File: config.mk
export PLATFORM = sky130hd
export DESIGN_NAME = interval_set_merge_subtract_top
export DESIGN_NICKNAME = d
export VERILOG_FILES = /design/src/rtl/core/isms_pkg.sv /design/src/rtl/core/isms_ram.sv /design/src/rtl/core/interval_set_merge_subtract_top.sv
export SDC_FILE = /design/constraint.sdc
export NUM_CORES = 2
export LEC_CHECK = 0
export BUFFER_PORTS_ARGS = -buffer_cell sky130_fd_sc_hd__buf_2
export CORE_AREA = 3 3 510 512
export DETAILED_ROUTE_END_ITERATION = 7
export DIE_AREA = 0 0 513 515
export GPL_TIMING_DRIVEN = 0
export PLACE_DENSITY = 0.59
export SKIP_CTS_REPAIR_TIMING = 1
export SLEW_MARGIN = 40
export SYNTH_ARGS = -nofsm -noshare
export SYNTH_HDL_FRONTEND = slang
export SYNTH_SLANG_ARGS = --single-unit
File: constraint.sdc
create_clock -name clk -period 4.8 [get_ports clk]
set_clock_uncertainty 0.05 [all_clocks]
set_input_delay 0.72 -clock clk [delete_from_list [all_inputs] [get_ports clk]]
set_output_delay 0.72 -clock clk [all_outputs]
set_load 0.1 [all_outputs]
File: src/rtl/core/isms_pkg.sv
// ----------------------------------------------------------------------------
// isms_pkg
// Shared types and constants for the interval set merge/subtract block.
// ----------------------------------------------------------------------------
`timescale 1ns / 1ps
`default_nettype none
package isms_pkg;
	localparam int ENTRIES_DEF    = 16;
	localparam int COORD_BITS_DEF = 20;

	typedef enum logic [1:0] {
		CMD_ADD    = 2'd0,
		CMD_REMOVE = 2'd1,
		CMD_READ   = 2'd2,
		CMD_NOP    = 2'd3
	} cmd_t;

	typedef enum logic [1:0] {
		ST_OK    = 2'd0,
		ST_FULL  = 2'd1,
		ST_RANGE = 2'd2
	} status_t;
endpackage
`default_nettype wire

File: src/rtl/core/isms_ram.sv
// ----------------------------------------------------------------------------
// isms_ram
// Generic single-port-write, single-port-read RAM with registered read.
// ----------------------------------------------------------------------------
`timescale 1ns / 1ps
`default_nettype none
module isms_ram #(
	parameter int WIDTH = 20,
	parameter int DEPTH = 16
) (
	input  wire logic                     clk,
	input  wire logic                     we,
	input  wire logic [$clog2(DEPTH)-1:0] waddr,
	input  wire logic [WIDTH-1:0]         wdata,
	input  wire logic [$clog2(DEPTH)-1:0] raddr,
	output logic      [WIDTH-1:0]         rdata
);
	logic [WIDTH-1:0] mem_q [DEPTH];

	always_ff @(posedge clk) begin
		if (we) begin
			mem_q[waddr] <= wdata;
		end
		rdata <= mem_q[raddr];
	end
endmodule
`default_nettype wire

File: src/rtl/core/interval_set_merge_subtract_top.sv
// Request to result: a read looks up one entry, an unused command just answers;
// an add merges each touching entry in (dropping it, shifting later ones down and
// rescanning from entry zero), then appends unless full; a remove counts pieces,
// is rejected if over capacity, else writes them to scratch and copies them back.
// Throughput: one request at a time; s_tready returns the cycle after the result
// handshake. Reset: arst_n clears the count and control; table contents undefined.
// ----------------------------------------------------------------------------
// interval_set_merge_subtract_top
// Interval table (entries not kept sorted) with merge-on-add, cut-on-remove and indexed read.
// ----------------------------------------------------------------------------
`timescale 1ns / 1ps
`default_nettype none
module interval_set_merge_subtract_top #(
	parameter int ENTRIES    = isms_pkg::ENTRIES_DEF,
	parameter int COORD_BITS = isms_pkg::COORD_BITS_DEF
) (
	input  wire logic        clk,
	input  wire logic        arst_n,
	input  wire logic        s_tvalid,
	output logic             s_tready,
	// cmd[1:0], span_start[21:2], span_end[41:22], entry_index[45:42]
	input  wire logic [47:0] s_tdata,
	output logic             m_tvalid,
	input  wire logic        m_tready,
	// status[1:0], entry_count[6:2], read_start[26:7], read_end[46:27]
	output logic [47:0]      m_tdata
);
	localparam int AW = $clog2(ENTRIES);
	localparam int CW = $clog2(ENTRIES + 1);
	localparam int SW = AW + 2;

	typedef enum logic [3:0] {
		S_IDLE, S_RD, S_CHK, S_DROP_RD, S_DROP_WR, S_APPEND,
		S_CNT_RD, S_CNT_CHK, S_REM_RD, S_REM_CHK, S_REM_WR2, S_COPY_RD,
		S_COPY_WR, S_READ_RD, S_READ_OUT, S_OUT
	} state_t;

	state_t state_q;
	logic [COORD_BITS-1:0] a_q, b_q;
	logic [3:0]            idx_q;
	logic [CW-1:0]         occ_q;
	logic [CW-1:0]         k_q;   // table scan position
	logic [CW:0]           n_q;   // remove result count
	logic                  merged_q;
	logic [1:0]            status_q;
	logic [19:0]           rs_q, re_q;
	logic                  pass_q; // remove second pass (count check done)

	logic [COORD_BITS-1:0] in_s, in_e, in_a, in_b;
	assign in_s = COORD_BITS'(s_tdata[21:2]);
	assign in_e = COORD_BITS'(s_tdata[41:22]);
	assign in_a = (in_s > in_e) ? in_e : in_s;
	assign in_b = (in_s > in_e) ? in_s : in_e;

	// main table and scratch table (2*ENTRIES) for remove
	logic              t_we;
	logic [AW-1:0]     t_wa, t_ra;
	logic [COORD_BITS-1:0] t_wlo, t_whi, t_rlo, t_rhi;
	logic              x_we;
	logic [SW-2:0]     x_wa, x_ra;
	logic [COORD_BITS-1:0] x_wlo, x_whi, x_rlo, x_rhi;

	isms_ram #(.WIDTH(COORD_BITS), .DEPTH(ENTRIES)) u_tlo (
		.clk(clk), .we(t_we), .waddr(t_wa), .wdata(t_wlo), .raddr(t_ra), .rdata(t_rlo));
	isms_ram #(.WIDTH(COORD_BITS), .DEPTH(ENTRIES)) u_thi (
		.clk(clk), .we(t_we), .waddr(t_wa), .wdata(t_whi), .raddr(t_ra), .rdata(t_rhi));
	isms_ram #(.WIDTH(COORD_BITS), .DEPTH(2*ENTRIES)) u_xlo (
		.clk(clk), .we(x_we), .waddr(x_wa), .wdata(x_wlo), .raddr(x_ra), .rdata(x_rlo));
	isms_ram #(.WIDTH(COORD_BITS), .DEPTH(2*ENTRIES)) u_xhi (
		.clk(clk), .we(x_we), .waddr(x_wa), .wdata(x_whi), .raddr(x_ra), .rdata(x_rhi));

	// shared compare unit over entry (s,e) vs (a,b)
	logic ov, adj, cov, outside, e_le_b, s_ge_a;
	assign ov      = (t_rlo <= b_q) && (a_q <= t_rhi);
	assign adj     = ((t_rhi != '1) && (t_rhi + 1'b1 == a_q)) ||
	                 ((b_q != '1) && (b_q + 1'b1 == t_rlo));
	assign cov     = (a_q <= t_rlo) && (t_rhi <= b_q);
	assign outside = (t_rlo > b_q) || (a_q > t_rhi);
	assign e_le_b  = t_rhi <= b_q;
	assign s_ge_a  = t_rlo >= a_q;

	logic [AW-1:0] k_a;
	assign k_a = k_q[AW-1:0];

	always_comb begin
		t_we = 1'b0; t_wa = k_a; t_wlo = x_rlo; t_whi = x_rhi; t_ra = k_a;
		x_we = 1'b0; x_wa = n_q[SW-2:0]; x_wlo = t_rlo; x_whi = t_rhi;
		x_ra = (SW-1)'(k_q);
		case (state_q)
			S_DROP_RD: t_ra = AW'(k_q + 1'b1);
			S_DROP_WR: begin
				t_we = 1'b1; t_wlo = t_rlo; t_whi = t_rhi;
			end
			S_APPEND: begin
				t_we = 1'b1; t_wa = occ_q[AW-1:0]; t_wlo = a_q; t_whi = b_q;
			end
			S_READ_RD: t_ra = idx_q[AW-1:0];
			S_REM_CHK: begin
				if (pass_q && !cov) begin
					x_we = 1'b1;
					if (outside) begin
						x_wlo = t_rlo; x_whi = t_rhi;
					end else if (e_le_b) begin
						x_wlo = t_rlo; x_whi = a_q - 1'b1;
					end else begin
						x_wlo = b_q + 1'b1; x_whi = t_rhi;
					end
				end
			end
			S_REM_WR2: begin
				// count already includes both pieces; lower piece goes second
				x_we = 1'b1; x_wa = (SW-1)'(n_q - 1'b1);
				x_wlo = t_rlo; x_whi = a_q - 1'b1;
			end
			S_COPY_WR: begin
				t_we = 1'b1;
			end
			default: ;
		endcase
	end

	assign s_tready = (state_q == S_IDLE);

	always_ff @(posedge clk or negedge arst_n) begin
		if (!arst_n) begin
			state_q  <= S_IDLE;
			occ_q    <= '0;
			m_tvalid <= 1'b0;
			k_q <= '0; n_q <= '0; merged_q <= 1'b0; pass_q <= 1'b0;
		end else begin
			case (state_q)
				S_IDLE: begin
					if (s_tvalid) begin
						a_q <= in_a; b_q <= in_b;
						idx_q <= s_tdata[45:42];
						status_q <= isms_pkg::ST_OK; rs_q <= '0; re_q <= '0;
						k_q <= '0; n_q <= '0; merged_q <= 1'b0; pass_q <= 1'b0;
						case (s_tdata[1:0])
							isms_pkg::CMD_ADD:    state_q <= S_RD;
							isms_pkg::CMD_REMOVE: state_q <= S_REM_RD;
							isms_pkg::CMD_READ:   state_q <= S_READ_RD;
							default:              state_q <= S_OUT;
						endcase
					end
				end
				S_RD: begin
					if (k_q >= occ_q) begin
						if (!merged_q && occ_q >= CW'(ENTRIES)) begin
							status_q <= isms_pkg::ST_FULL; state_q <= S_OUT;
						end else begin
							state_q <= S_APPEND;
						end
					end else begin
						state_q <= S_CHK;
					end
				end
				S_CHK: begin
					if (ov || adj) begin
						if (t_rlo < a_q) a_q <= t_rlo;
						if (t_rhi > b_q) b_q <= t_rhi;
						merged_q <= 1'b1;
						state_q <= S_DROP_RD;
					end else begin
						k_q <= k_q + 1'b1; state_q <= S_RD;
					end
				end
				S_DROP_RD: begin
					if (k_q + 1'b1 >= occ_q) begin
						occ_q <= occ_q - 1'b1; k_q <= '0; state_q <= S_RD;
					end else begin
						state_q <= S_DROP_WR;
					end
				end
				S_DROP_WR: begin
					k_q <= k_q + 1'b1; state_q <= S_DROP_RD;
				end
				S_APPEND: begin
					occ_q <= occ_q + 1'b1; state_q <= S_OUT;
				end
				S_REM_RD: begin
					if (k_q >= occ_q) begin
						if (!pass_q) begin
							if (n_q > (CW+1)'(ENTRIES)) begin
								status_q <= isms_pkg::ST_FULL; state_q <= S_OUT;
							end else begin
								pass_q <= 1'b1; k_q <= '0; n_q <= '0;
							end
						end else begin
							k_q <= '0; state_q <= (n_q == '0) ? S_COPY_WR : S_COPY_RD;
						end
					end else begin
						state_q <= S_REM_CHK;
					end
				end
				S_REM_CHK: begin
					if (!cov && !outside && !e_le_b && !s_ge_a) begin
						n_q <= n_q + 2'd2;
						if (pass_q) begin
							state_q <= S_REM_WR2;
						end else begin
							k_q <= k_q + 1'b1; state_q <= S_REM_RD;
						end
					end else begin
						if (!cov) n_q <= n_q + 1'b1;
						k_q <= k_q + 1'b1; state_q <= S_REM_RD;
					end
				end
				S_REM_WR2: begin
					k_q <= k_q + 1'b1; state_q <= S_REM_RD;
				end
				S_COPY_RD: state_q <= S_COPY_WR;
				S_COPY_WR: begin
					if (k_q + 1'b1 >= CW'(n_q)) begin
						occ_q <= CW'(n_q); state_q <= S_OUT;
					end else begin
						k_q <= k_q + 1'b1; state_q <= S_COPY_RD;
					end
				end
				S_READ_RD: begin
					state_q <= S_READ_OUT;
				end
				S_READ_OUT: begin
					if ({1'b0, idx_q} < 5'(occ_q) && {1'b0, idx_q} < 5'(ENTRIES)) begin
						rs_q <= 20'(t_rlo); re_q <= 20'(t_rhi);
					end else begin
						status_q <= isms_pkg::ST_RANGE;
					end
					state_q <= S_OUT;
				end
				S_OUT: begin
					if (!m_tvalid) begin
						m_tvalid <= 1'b1;
						m_tdata  <= {1'b0, re_q, rs_q, 5'(occ_q), status_q};
					end else if (m_tready) begin
						m_tvalid <= 1'b0; state_q <= S_IDLE;
					end
				end
				default: state_q <= S_IDLE;
			endcase
		end
	end

	property p_out_hold;
		@(posedge clk) disable iff (!arst_n)
			(m_tvalid && !m_tready) |=> (m_tvalid && $stable(m_tdata));
	endproperty
	assert property (p_out_hold) else $error("stalled result dropped or changed");

	property p_count_bound;
		@(posedge clk) disable iff (!arst_n) occ_q <= CW'(ENTRIES);
	endproperty
	assert property (p_count_bound) else $error("count above capacity");

	property p_no_ready_busy;
		@(posedge clk) disable iff (!arst_n) m_tvalid |-> !s_tready;
	endproperty
	assert property (p_no_ready_busy) else $error("ready while result pending");

	property p_full_keeps_count;
		@(posedge clk) disable iff (!arst_n)
			(m_tvalid && m_tdata[1:0] == isms_pkg::ST_FULL) |-> $stable(occ_q);
	endproperty
	assert property (p_full_keeps_count) else $error("rejected request changed count");
endmodule
`default_nettype wire

Word-level counts from Yosys, hierarchy flattened
Memory sizes are Yosys's and may differ from the RTL's. A register that Yosys moved wholly into a read port is not among the register bits.
Index checks and enable logic that the tools add are counted.
W data, S select, Z words.

storage, ports and cells
  flip-flop bits (word level) = 156
  memory bits (writable) = 1920
  bits of input ports = 52
  output and inout port bits = 50
  word-level logic and storage cells = 215
  memories kept = 4

operators by class
  add/subtract/negate cells = 9
  magnitude comparators = 16
  equal/unequal tests = 41
  muxes and demuxes = 88
  bitwise logic cells = 1
  reductions and logical operators = 42

memory list
  memory       words  bits a word  read ports  clocked after Yosys merged registers in  write ports  line            source
  u_xhi.mem_q  32     20           1           1                                        1            isms_ram.sv:18  logic [WIDTH-1:0] mem_q [DEPTH];
  u_xlo.mem_q  32     20           1           1                                        1            isms_ram.sv:18
  u_thi.mem_q  16     20           1           1                                        1            isms_ram.sv:18
  u_tlo.mem_q  16     20           1           1                                        1            isms_ram.sv:18

operators with widths
  cell                     count
  $mux W20                 18
  $pmux W20 S2             7
  $gt A20 B20 Y1           4
  $le A20 B20 Y1           4
  $mux W5                  12
  $pmux W4 S13             1
  $add A20 B1 Y20 const B  2
  $eq A20 B20 Y1           2
  $mux W4                  10
  $ne A20 B20 Y1 const B   2
  $mux W6                  6
  $ne A2 B2 Y1 const B     18
  $pmux W5 S7              1
  $eq A4 B4 Y1 const B     8
  $ge A20 B20 Y1           1
  $lt A20 B20 Y1           1
  $sub A20 B1 Y20 const B  1
  $mux W2                  9
  $pmux W6 S3              1
  $ge A5 B5 Y1             3
  $pmux W5 S3              1
  $reduce_and A3 Y1        5
  $mux W1                  13
  $pmux W4 S3              1
  other kinds (36)         66

Depth between registers and ports, before layout
  word-level depth = 8
  depth in mapped cells = 15
  gate-level depth less buffers = 11

Cells and area by module
A second synthesis with hierarchy kept.

second synthesis, totals
  cells, all modules = 5330
  area total of the unflattened synthesis = 89149.3 µm²

by module, submodules not included
  module                           instances  cells each  area each (µm²)  seq. area each (µm²)
  isms_ram (u_xhi ...)             2          1414        25553.3          19618.8
  isms_ram (u_thi ...)             2          533         12530.8          10009.6
  interval_set_merge_subtract_top  1          1436        12981.2          4569.4

Least setup slack after synthesis
No wires, ideal clock.

  path type = reg2reg
  start point = register state_q[2]
  end point = register re_q[0], enable pin
  library setup time = 499 ps
  arrival = 6288 ps
  required time = 4251 ps
  path slack = -2037 ps
  stages on the path, launching flop included = 7
  path buffers = 3
  period minus slack after synthesis = 6837 ps
  path through = dfrtp_1 clkbuf_1 clkbuf_1 clkbuf_1 nor3_1 nand2_1 a21boi_0

between the ends
  cells in the longest elaborated chain, start to end = 3
  elaborated cells between the ends (all ways) = 6
  those cells by class = eq/ne (3); reduce/logical (3)

ends and longest elaborated chain
  item                                                                 line                                    source
  start: declaration                                                   interval_set_merge_subtract_top.sv:38   state_t state_q;
  start signal: assignment                                             interval_set_merge_subtract_top.sv:126  state_q <= S_IDLE;
  start signal: assignment                                             interval_set_merge_subtract_top.sv:139  isms_pkg::CMD_ADD: state_q <= S_RD;
  start signal: assignment                                             interval_set_merge_subtract_top.sv:140  isms_pkg::CMD_REMOVE: state_q <= S_REM_RD;
  $logic_not A4 Y1 (*)                                                 -
  via s_tready                                                         interval_set_merge_subtract_top.sv:20   output logic s_tready,
  $ne A2 B2 Y1 (no line) / $reduce_bool A2 Y1 (equally long branches)  -
  $reduce_and A4 Y1 (no line) (*)                                      -
  end signal: assignment                                               interval_set_merge_subtract_top.sv:224  rs_q <= 20'(t_rlo); re_q <= 20'(t_rhi);
  end: declaration                                                     interval_set_merge_subtract_top.sv:46   logic [19:0] rs_q, re_q;

The timed path passes the listed nets; every way through them passes the cells marked *.
A chain may end at the register's enable or synchronous reset.

Worst setup path after layout
  start point = register u_tlo.rdata[19] (read register of u_tlo.mem_q)
  end point = memory u_xhi.mem_q[10][12], data pin

between the ends
  cells in the longest elaborated chain, start to end = 6
  elaborated cells between the ends (all ways) = 9
  those cells by class = order compare (2); mux (3); reduce/logical (4)

ends and longest elaborated chain
  item                 line                                   source
  start: declaration   isms_ram.sv:16                         output logic [WIDTH-1:0] rdata
  $le A20 B20 Y1       interval_set_merge_subtract_top.sv:77  assign cov = (a_q <= t_rlo) && (t_rhi <= b_q);
  $logic_and A1 B1 Y1  interval_set_merge_subtract_top.sv:77
  $logic_not A1 Y1     -
  $logic_and A1 B1 Y1  interval_set_merge_subtract_top.sv:99  if (pass_q && !cov) begin
  $mux W20 (*)         interval_set_merge_subtract_top.sv:99
  $pmux W20 S2 (*)     interval_set_merge_subtract_top.sv:89  case (state_q)
  via u_xhi.wdata[12]  isms_ram.sv:14                         input wire logic [WIDTH-1:0] wdata,
  end: declaration     isms_ram.sv:18

Marked as above.

==> run metrics <==
# setup viols final=0; first-pass GRT wire length=385000 µm; failing checks=DRC; met2 WL=130000 µm; Top Ports=102; final WL=272000 µm; CP arrival=5.34 ns; worst hold start=m_tready; final global-route overflow total=0; crit path launch=u_tlo.rdata[19]$_DFF_P_; Placed Cells=9227; mapped cell area=89300 µm²; Slew @ Worst Pin=0.897 ns; Final Cycle Share=0.976; Core Footprint=256000 µm²; Critical Path Fanout Max=18; Die W=513 µm; CTS tree=done; Skew-Pair Late Insertion Delay=0.88 ns; Fillers=22800; Reg clk slew, reported paths=0.07 ns; highest routed metal layer=met4; met3 WL post-DR=19500 µm; Die Y=515 µm; cell count after synthesis=5560; DP HPWL=199000 µm; FF+latch count, synth=2156; final hold violation count=0; number of synthesized flops with an enable pin=2053; dpl ws=-0.777 ns; area share of the largest cell type after synthesis=0.691; Avg WL per Cell=28.2 µm; die area=264000 µm²; top post-synthesis cells by area=edfxtp_1 69%, mux2i_1 5.2%, mux4_2 4.0%, mux2_2 3.1%, o21ai_0 1.9%; global placement routability congestion=0.957; CTS H-tree depth=4; vias in the first global route=52100; nets@finish=6265; Critical Path RT=5.45 ns; Reg2Reg Launch Point=u_tlo.rdata[19]$_DFF_P_; HP Class=input port to register; Leak=34.5 nW; largest net degree at the start of global routing=33; Cell variety after synth=79; result of the run=finished, violations left; Final Max Tran Viols=0; max frequency=213 MHz; Vias/cell=5.49; Fin Setup TNS=0 ns; total number of vias=53000; Synth warnings=0; final setup margin=0.113 ns; Power Total=66.8 mW; Sequential Area=63800 µm²; most frequent cells after synthesis=2053 x edfxtp_1, 464 x mux2i_1, 424 x nand2_1, 343 x o21ai_0, 246 x mux2_2; Slew Limit Headroom=0.402; CTS buffer count=208; Routed Antenna Nets=0; crit end category=register; crit path launch type=register; Most used DFF post-synth=edfxtp_1; kind of critical path=register to register; starting DRC count in detailed routing=6429; initial antenna violation count=15; multi-input logic area=24700 µm²; final hold slack=0.215 ns; min cycle time layout=4.69 ns; Port Buf Inserts=98; Pre-antenna DRT Iters=8; Non-Filler Instances=9661; Sink Count=2156; power per standard cell area=630 nW/µm²; Syn Nets=5743; most numerous cell in the Yosys netlist=edfxtp_1; Max Root-Sink Buffers=3; Max-Cap Viols=0; Yosys top cell by area=edfxtp_1; sequential area share after synthesis=0.715; Initial Utilization=0.348; Syn-to-layout area delta=18.7%; GRT Util Overall=0.202; DRC Markers=4; FFs w/ async S/R, synth=0.0107; layout cell share with drive strength beyond 1=0.208; RSZ-0062 raised after global routing=yes; standard-cell rows=186; Post-Syn Area per Cell=16.1 µm²; clock root buffer master=clkbuf_16; Max VDD drop=0.403 mV; WL met1=110000 µm
==> final timing paths <==
check                      depth (start not counted)                            end  slack, ns
setup / recovery                                  13  u_xhi.mem_q[10][12]$_DFFE_PP_       0.11
hold / removal                                     3           m_tvalid$_DFFE_PN0N_       0.22
setup reg to reg                                  13  u_xhi.mem_q[10][12]$_DFFE_PP_       0.11
hold reg to reg                                    0           m_tdata[9]$_DFFE_PP_       0.37
max in group asynchronous                          2             n_q[0]$_DFFE_PN0P_       3.64
min in group asynchronous                          2           m_tvalid$_DFFE_PN0N_       0.56
==> per-stage QoR <==
stage                     instance area (µm²)  utilization
final                                  106000        0.414
after global routing                   106000        0.414
after CTS                              106000        0.412
after detailed placement                98500        0.384
after global placement                  94000        0.367
after floorplan                         89300            -
==> layout by cell type, fill, tap and decap left out, types with 17 or more instances in the layout <==
cell type  synthesis  routed
o211ai_1          44      44
clkbuf_2           0      45
a21oi_1          229     225
clkinv_1           0      26
xor2_1            17      17
o21ai_0          343     325
and2_1            22      22
xnor2_1           66      66
o22ai_1           46      46
nand2_1          424     419
edfxtp_1        2053    2053
bufinv_16          0      17
a21o_1            25      24
dfrtp_1           23      23
a222oi_1          40      40
mux4_2           160     160
clkinv_2           0      49
nand3_1           40      40
mux2i_4            0      19
clkbuf_16          0     213
nand4_1           33      33
a211oi_1          88      88
clkbuf_1         214     213
nor2_1           158     109
buf_16             0      61
dfxtp_1           80      65
mux2i_1          464     445
nor3_1            61      59
inv_1            141     139
ha_1             130     129
buf_8              0     110
mux2_2           246     245
nor2_4             0      48
o221ai_1         120     120
buf_4              1      25
buf_2             27     153
buf_1             76      38
==> cells by family after synthesis <==
kind of cell / count (synthesis) / share of synthesized area
fa+ha+maj: 131 / 0.0184
buf+inv: 459 / 0.0197
flops: 2156 / 0.715
simple gates: 834 / 0.0419
mux: 870 / 0.123
other cells: 1 / 0.0000420
xor+xnor: 85 / 0.00865
compound gates: 1024 / 0.0729
==> state kept, by name, summed over array words and instances, names as in the netlist <==
name	count
u_xlo.rdata	20
u_tlo.mem_q	320
pass_q	1
k_q	5
u_thi.rdata	20
m_tvalid	1
u_tlo.rdata	20
b_q	20
u_xhi.mem_q	640
occ_q	5
state_q	4
rs_q	20
merged_q	1
m_tdata	47
u_xlo.mem_q	640
u_xhi.rdata	20
u_thi.mem_q	320
a_q	20
re_q	20
n_q	6
status_q	2
idx_q	4
==> per-layer routing <==
| metal | vias up | global-route usage |
|---|---|---|
| met5 | - | 0 |
| met4 | 0 | 0.0861 |
| met3 | 489 | 0.0314 |
| met2 | 2280 | 0.329 |
| met1 | 27300 | 0.268 |
| li1 | 23000 | - |
==> power breakdown <==
group / total [mW] / internal (mW) / switching, mW
logic: 23.4 / 7.52 / 15.9
clock network: 16.7 / 9.36 / 7.30
registers: 26.7 / 25.2 / 1.51
==> critical path, stage by stage (launching register included) <==
cell and delay, ns:
dfxtp_1 0.84, ha_1 0.40, and4_1 0.19, a221oi_2 0.28, buf_4 0.18, o2111ai_1 0.24
nand2_2 0.25, nand2_1 0.14, or4_1 0.56, a21oi_2 0.31, buf_8 0.28, mux2i_4 0.29
buf_8 0.21, buf_6 0.22
==> area by class of cell <==
cell class                      instances  area share
Inverter                              141     0.00506
Antenna cell                           10    0.000236
Tap cell                             3384      0.0399
Multi-Input combinational cell       2945       0.233
Timing Repair Buffer                  314      0.0403
Clock inverter                        129      0.0130
Sequential cell                      2156       0.602
Clock buffer                          266      0.0535
Buffer                                316      0.0127
No activity file was read; power rests on OpenSTA's default activity.
